==> src/rv_pkg.sv <==
package rv_pkg;

   // field widths
   localparam int PRICE_W   = 24;
   localparam int DIFF_W    = 25;
   localparam int MAG_W     = 24;
   localparam int VOL_W     = 32;
   localparam int CFG_LEN_W = 9;

   // register port
   localparam int DATA_W = 32;
   localparam int ADDR_W = 3;
   localparam int REG_IDX_W = ADDR_W - 2;
   localparam logic [REG_IDX_W-1:0] REG_WINDOW_LENGTH = 1'b0;

   // window
   localparam int WINDOW_MAX_DEF = 256;
   localparam int LEN_RESET      = 20;
   localparam int LEN_MIN        = 2;

   // shared multiplier and wide arithmetic
   localparam int LIMB_W    = 32;
   localparam int PROD_W    = 2 * LIMB_W;
   localparam int WIDE_W    = 2 * PROD_W;
   localparam int MUL_STEPS = 5;
   localparam int FRAC_SHIFT = 16;

   // defaults for the root/divide unit at the default window depth
   localparam int LEN_W_DEF = 9;
   localparam int VAR_W_DEF = 2 * MAG_W + 8 + LEN_W_DEF;

endpackage

==> src/rv_root_div.sv <==
// floor(sqrt(radicand << 16)) one bit pair per cycle, then divide by the
// window length two quotient bits per cycle; quotient saturates to 32 bits.
module rv_root_div #(
   parameter int VAR_W = rv_pkg::VAR_W_DEF,
   parameter int LEN_W = rv_pkg::LEN_W_DEF
) (
   input  logic                     clock,
   input  logic                     reset,
   input  logic                     start,
   input  logic [VAR_W-1:0]         radicand,
   input  logic [LEN_W-1:0]         divisor,
   output logic                     done,
   output logic [rv_pkg::VOL_W-1:0] quotient
);

   localparam int PAIRS     = (VAR_W + rv_pkg::FRAC_SHIFT + 1) / 2;
   localparam int RAD_W     = 2 * PAIRS;
   localparam int REM_W     = PAIRS + 2;
   localparam int DIV_STEPS = (PAIRS + 1) / 2;
   localparam int QW        = 2 * DIV_STEPS;
   localparam int CNT_W     = $clog2(PAIRS);

   typedef enum logic [2:0] {
      U_IDLE = 3'b001,
      U_ROOT = 3'b010,
      U_DIV  = 3'b100
   } unit_state_type;

   unit_state_type    state_ff, state_in;
   logic [CNT_W-1:0]  cnt_ff, cnt_in;
   logic              done_ff, done_in;
   logic [RAD_W-1:0]  rad_ff, rad_in;
   logic [REM_W-1:0]  rem_ff, rem_in;
   logic [PAIRS-1:0]  root_ff, root_in;
   logic [QW-1:0]     num_ff, num_in;
   logic [LEN_W-1:0]  r_ff, r_in;
   logic [LEN_W-1:0]  div_ff, div_in;

   logic [REM_W-1:0]  rem_sh, trial;
   logic              root_ge;
   logic [PAIRS-1:0]  root_next;
   logic [LEN_W:0]    r1, r1m, r2, r2m;
   logic              q1, q2;

   always_comb begin
      rem_sh    = {rem_ff[PAIRS-1:0], rad_ff[RAD_W-1 -: 2]};
      trial     = {root_ff, 2'b01};
      root_ge   = (rem_sh >= trial);
      root_next = {root_ff[PAIRS-2:0], root_ge};

      r1  = {r_ff, num_ff[QW-1]};
      q1  = (r1 >= {1'b0, div_ff});
      r1m = q1 ? (r1 - {1'b0, div_ff}) : r1;
      r2  = {r1m[LEN_W-1:0], num_ff[QW-2]};
      q2  = (r2 >= {1'b0, div_ff});
      r2m = q2 ? (r2 - {1'b0, div_ff}) : r2;
   end

   always_comb begin
      state_in = state_ff;
      cnt_in   = cnt_ff;
      done_in  = 1'b0;
      rad_in   = rad_ff;
      rem_in   = rem_ff;
      root_in  = root_ff;
      num_in   = num_ff;
      r_in     = r_ff;
      div_in   = div_ff;
      case (state_ff)
         U_IDLE: begin
            if (start) begin
               rad_in   = RAD_W'({radicand, {rv_pkg::FRAC_SHIFT{1'b0}}});
               rem_in   = '0;
               root_in  = '0;
               div_in   = divisor;
               cnt_in   = CNT_W'(PAIRS - 1);
               state_in = U_ROOT;
            end
         end
         U_ROOT: begin
            rad_in  = rad_ff << 2;
            rem_in  = root_ge ? (rem_sh - trial) : rem_sh;
            root_in = root_next;
            cnt_in  = cnt_ff - 1'b1;
            if (cnt_ff == '0) begin
               num_in   = QW'(root_next);
               r_in     = '0;
               cnt_in   = CNT_W'(DIV_STEPS - 1);
               state_in = U_DIV;
            end
         end
         U_DIV: begin
            num_in = {num_ff[QW-3:0], q1, q2};
            r_in   = r2m[LEN_W-1:0];
            cnt_in = cnt_ff - 1'b1;
            if (cnt_ff == '0) begin
               done_in  = 1'b1;
               state_in = U_IDLE;
            end
         end
         default: begin
            state_in = U_IDLE;
         end
      endcase
   end

   always_ff @(posedge clock) begin
      if (reset) begin
         state_ff <= U_IDLE;
         cnt_ff   <= '0;
         done_ff  <= 1'b0;
      end else begin
         state_ff <= state_in;
         cnt_ff   <= cnt_in;
         done_ff  <= done_in;
      end
   end

   always_ff @(posedge clock) begin
      rad_ff  <= rad_in;
      rem_ff  <= rem_in;
      root_ff <= root_in;
      num_ff  <= num_in;
      r_ff    <= r_in;
      div_ff  <= div_in;
   end

   assign done     = done_ff;
   assign quotient = (|num_ff[QW-1:rv_pkg::VOL_W]) ? '1 : num_ff[rv_pkg::VOL_W-1:0];

endmodule

==> config.mk <==
export PLATFORM = sky130hd
export DESIGN_NAME = rv_root_div
export DESIGN_NICKNAME = d
export VERILOG_FILES = /design/src/rv_pkg.sv /design/src/rv_root_div.sv
export SDC_FILE = /design/constraint.sdc
export NUM_CORES = 1
export LEC_CHECK = 0
export BUFFER_PORTS_ARGS = -buffer_cell sky130_fd_sc_hd__buf_2
export CORE_MARGIN = 1
export CORE_UTILIZATION = 51
export CTS_CLUSTER_DIAMETER = 100
export DETAILED_ROUTE_END_ITERATION = 12
export PLACE_DENSITY = 0.69
export SYNTH_ARGS = -nofsm -noshare
export SYNTH_HDL_FRONTEND = slang
export SYNTH_SLANG_ARGS = --single-unit
==> constraint.sdc <==
create_clock -name clock -period 14.6 [get_ports clock]
set_input_delay 2.92 -clock clock [delete_from_list [all_inputs] [get_ports clock]]
set_output_delay 2.92 -clock clock [all_outputs]
set_load 0.02 [all_outputs]
**Word-level counts from Yosys, hierarchy flattened**

Index checks and enable logic that the tools add are counted.

- Flip-flop bits (word level): 234
- Logic and storage cells: 56
- Output and inout port bits: 33

- $add $sub $neg: 4
- Equal/unequal tests: 6
- Reduce and logical (&&, ||, !) cells: 11
- Muxes and demuxes: 22
- Bitwise logic cells: 1
- $lt $le $gt $ge: 3

Operators with widths:

| cell | count |
|---|---|
| $pmux 41 s2 | 2 |
| $pmux 82 s2 | 1 |
| $mux 41 | 3 |
| $pmux 42 s2 | 1 |
| $mux 82 | 1 |
| $ge 43x43->1 | 1 |
| $mux 42 | 1 |
| $sub 41x41->41 | 1 |
| $mux 32 | 1 |
| $mux 9 | 3 |
| $ge 10x9->1 | 2 |
| $pmux 6 s3 | 1 |
| $pmux 9 s2 | 1 |
| $sub 9x9->9 | 2 |
| $mux 6 | 2 |
| $reduce_or 10->1 | 1 |
| $mux 3 | 3 |
| $pmux 3 s3 | 1 |
| $reduce_and 2->1 | 4 |
| $logic_not 6->1 | 1 |
| $ne 2x2->1 const B | 3 |
| $sub 6x1->6 const B | 1 |
| $reduce_bool 2->1 | 2 |
| $eq 3x1->1 const B | 1 |
| 7 further kinds | 7 |

**Logic depth before layout (Yosys ltp)**

- Depth in word-level cells: 5
- Gate-level depth with buffers: 24
- Gate-level depth less buffers: 21

**Worst setup path after synthesis**

No wires, ideal clock.

- Path type: input -> register
- From: in start
- To: reg cnt_ff[3]
- Data required time: 14,503 ps
- Path buffers: 0
- Library setup time: 97 ps
- Stages on the path: 6
- Data arrival time: 7,371 ps
- Path slack: 7,132 ps
- Cell sequence: nand2_1 -> nor3_1 -> nor2_1 -> inv_1 -> o21ai_0 -> a221oi_1

- Cells in the longest elaborated chain, start to end: 2

RTL lines:

| what | RTL line | RTL |
|---|---|---|
| from (decl) | rv_root_div.sv:9 | `input logic start,` |
| $ne 2x2->1 (no line) | - |  |
| $reduce_and 2->1 (no line) | - |  |
| to (signal assigned) | rv_root_div.sv:114 | `cnt_ff <= cnt_in;` |
| to (decl) | rv_root_div.sv:30 | `logic [CNT_W-1:0] cnt_ff, cnt_in;` |

No other way between the ends.
A chain may end at the register's enable or synchronous reset.

**Final worst setup path**

- From: reg num_ff[41]
- To: reg r_ff[3], data pin

- Cells in the longest elaborated chain, start to end: 5
- Elaborated cells between the ends (all ways): 7
- Those cells by class: add/sub (2); order compare (2); mux (3)

RTL lines:

| what | RTL line | RTL |
|---|---|---|
| from (decl) | rv_root_div.sv:35 | `logic [QW-1:0] num_ff, num_in;` |
| from (signal assigned) | rv_root_div.sv:123 | `num_ff <= num_in;` |
| $sub 9x9->9 or $ge 10x9->1 (tied branches) | rv_root_div.sv:53, rv_root_div.sv:52 |  |
| $mux 9 * | rv_root_div.sv:53 | `r1m = q1 ? (r1 - {1'b0, div_ff}) : r1;` |
| $sub 9x9->9 or $ge 10x9->1 (tied branches) | rv_root_div.sv:56, rv_root_div.sv:55 |  |
| $mux 9 * | rv_root_div.sv:56 | `r2m = q2 ? (r2 - {1'b0, div_ff}) : r2;` |
| $pmux 9 s2 * | rv_root_div.sv:69 | `case (state_ff)` |
| to (signal assigned) | rv_root_div.sv:124 | `r_ff <= r_in;` |
| to (decl) | rv_root_div.sv:36 | `logic [LEN_W-1:0] r_ff, r_in;` |

Every way passes the cells marked *; elsewhere a longest branch is shown, timed or not.

==> metrics.md <==
| Metric | Value |
|---|---|
| Global-route track usage on met1 | `between 20% and 30%` |
| Asr flop ratio synth | `0%` |
| Post-CTS setup buffers | `0` |
| Vias/cell | `about 5.4` |
| Syn-to-layout area delta | `11.56%` |
| Final setup viols | `0` |
| WP data required | `between 10000 and 15000 ps` |
| Wire length per cell | `about 15 µm` |
| Starting Density | `between 50% and 60%` |
| CTS Hold Buffers Added | `0` |
| ANT nets after route | `0` |
| Die Y | `159.1 µm` |
| Slew HR | `11.58%` |
| Top area cells in the synthesized netlist | `edfxtp_1 (50%), nand2_1 (8.5%), ha_1 (6.3%), o31ai_2 (3.7%), nor2_1 (2.7%)` |
| CP Buf/Inv Count | `2` |
| Register area share after synthesis | `51.22%` |
| Diodes inserted | `0` |
| Max incr delay on CP | `580 ps` |
| CTS tree | `yes` |
| Post_cts resized | `0` |
| EDFF count, synth | `208` |
| Yosys cell types | `64` |
| Cell-internal power | `roughly 1.2 mW` |
| First-pass GRT wire length | `about 42000 µm` |
| Clk buf depth | `3` |
| CP Cell Sequence | `inv_1 -> ha_1 -> inv_1 -> fa_1 -> a21o_1 -> a21oi_1 -> o21bai_1 -> a211oi_1 -> o2111a_1 -> o21ai_0 -> fa_1 -> a21o_1 -> a21oi_1 -> o21bai_1 -> a2111oi_0 -> nor3_1 -> o22ai_1 -> o211ai_1 -> mux2i_1 -> nor2_1` |
| Synth cell count leaders | `nand2_1 (286), edfxtp_1 (208), nor2_1 (89)` |
| CTS buffer count | `23` |
| Crit end category | `flop` |
| Chip width | `approximately 160 µm` |
| Clock-pin slew on the worst setup and hold paths | `~60 ps` |
| Max-cap violations | `0` |
| Final worst path period share | `around two fifths` |
| Placed cell area | `0.01329 mm²` |
| Tot Pwr | `1.641 mW` |
| Max Clock Freq | `roughly 170 MHz` |
| DR DRC count | `0` |
| Clock share of power | `35.4%` |
| Final Non-Filler Cells | `approximately 1700` |
| Design area | `~0.014 mm²` |
| Setup CP Type | `reg -> reg` |
| Final core occ | `57.90%` |
| Leakage | `between 5 and 6 nW` |
| Final min period | `5786 ps` |
| Unrepaired setup endpoints after global routing | `false` |
| Total negative slack | `0 ps` |
| Flop-to-flop setup slack | `between 8000 and 9000 ps` |
| CP top delay family | `compound AO/OA/AOI/OAI gates` |
| DP HPWL | `around 17000 µm` |
| Pin count of the biggest net entering global routing | `roughly 140` |
| Syn_nets | `~1400` |
| Yosys warns | `0` |
| Synth Instances | `around 1300` |
| Post-Synthesis Cell Area | `around 0.013 mm²` |
| IO Pins | `110` |
| Die Area | `0.02531 mm²` |
| DR iter-0 viols | `538` |
| Drt total wl | `approximately 26000 µm` |
| Area of the core | `roughly 0.024 mm²` |
| Total track usage | `about a fifth` |
| Initial DRT Pass Iterations | `5` |
| Placed Cells | `~1600` |
| CP Launch Type | `flop` |
| Yosys reg bits | `between 200 and 250` |
| Top-count cell post-synth | `nand2_1` |
| GRT busiest layer | `met2` |
| Antenna violations before repair | `1` |
| Worst setup margin | `around 8800 ps` |
| Hold Path Class | `reg -> reg` |
| TritonCTS Sinks | `about 220` |
| I/O Buffers | `approximately 110` |
| Final hold slack | `around 500 ps` |
| RePlAce Congestion | `0.8403` |
| Fraction of layout instances using a drive strength above 1 | `between 15 and 20%` |
| P_sw | `about 0.45 mW` |
| Met3 GRT Util | `between 3 and 4%` |
| Grt met2 use | `between 30% and 40%` |
| Flop pwr share | `between 40% and 50%` |
| Place WS | `roughly 9000 ps` |
| Vias | `9066` |
| Top cell type's share of synthesized area | `49.63%` |
| Switching share of power | `27.43%` |
| Most used DFF post-synth | `edfxtp_1` |
| Worst Path Arrival | `6010 ps` |
| Worst slew pin tran | `approximately 1300 ps` |
| Vias in the first global route | `between 8000 and 9000` |
| Slowest cell on the critical path | `o2111a_1` |
| Final net count | `between 1000 and 1500` |
| Pwr Density | `116.9 mW/mm²` |
| Grt total ovfl | `0` |
| Maximum VDD drop | `about 0.075 mV` |
| Status | `finished clean` |
| FP Rows | `57` |
| Clock latency on the worst-skew pair | `510 ps` |
| CTS Root Cell | `clkbuf_16` |
| H-tree Lvls | `1` |
| Worst Skew | `approximately 16 ps` |
| Combinational power share | `approximately a fifth` |
| Final slew viol count | `0` |
| Mean Syn Cell Area | `roughly 10 µm²` |
| Crit-path max FO | `18` |
| Final Hold Viols | `0` |
| Area leader, netlist | `edfxtp_1` |
[flip-flops by register name (all words and copies together), names as in the netlist]
| name | count |
|---|---|
| cnt_ff | 6 |
| div_ff | 9 |
| done | 1 |
| num_ff | 42 |
| r_ff | 9 |
| rad_ff | 66 |
| rem_ff | 41 |
| root_ff | 41 |
| state_ff | 3 |
[cells by family after synthesis]
family	count (synthesis)	synth area share, %
mux	11	0.8948
compound gates	250	14.65
xor+xnor	54	3.758
flops	218	51.22
buf+inv	140	4.693
fa+ha+maj	65	6.582
simple gates	525	18.20
[worst min-delay path: cells and delay by family, from the launching register on]
family	cells	cell delay, ps
AO/OA/AOI/OAI	1	60
buffers and inverters	1	60
flip-flops	1	330
[placed cells by master (no fill, tap or decap), types with 4 or more instances in the layout]
cell,n
nor2b_1,6
o31ai_2,37
clkinv_2,5
nand3_1,52
o211ai_1,6
nand2_1,285
nor2_1,89
a31oi_1,6
buf_4,6
and2_1,4
and3_1,6
clkbuf_16,23
xor2_1,22
a21o_1,28
xnor2_1,32
a211oi_1,7
inv_1,68
o21ai_0,65
nand4_1,12
o21bai_1,13
a221o_1,4
a21boi_0,4
ha_1,63
a21oi_1,49
clkinv_1,6
a221oi_1,4
edfxtp_1,208
and4_1,5
mux2i_1,9
buf_2,109
or2_2,34
nor3_1,12
nand2b_1,5
dfxtp_1,10
[layer usage]
metal  part of all wire, %  wire, µm
met2                    45     11520
met1                    49     12410
met4                   1.4       363
met3                   4.9      1250
met5                 0.031         8
[cell type report]
type	count	area, µm²
tap	324	405.4
clock buffer	23	575.6
multi-input combinational	905	5568
sequential	218	6446
clock inverter	18	170.2
fill	2152	10210
timing repair buffer	116	610.6
inverter	69	264.0
[power groups by stage]
stage / Clock, mW / Combinational, mW / Sequential, mW
2_1_floorplan: 0 / 0.250 / 0.761
3_3_place_gp: 0 / 0.304 / 0.760
3_5_place_dp: 0 / 0.309 / 0.761
4_1_cts: 0.596 / 0.311 / 0.748
5_1_grt: 0.618 / 0.345 / 0.752
6_report: 0.582 / 0.311 / 0.749
[worst paths after layout]
check,cells past startpoint,start,endpoint
worst max-delay path,20,num_ff[41]$_SDFFCE_PN0P_,r_ff[3]$_SDFFCE_PN0P_
worst min-delay path,2,cnt_ff[5]$_SDFFE_PP0P_,cnt_ff[5]$_SDFFE_PP0P_
worst max register to register,20,num_ff[41]$_SDFFCE_PN0P_,r_ff[3]$_SDFFCE_PN0P_
worst min register to register,2,cnt_ff[5]$_SDFFE_PP0P_,cnt_ff[5]$_SDFFE_PP0P_
(Power assumes the default switching activity.)
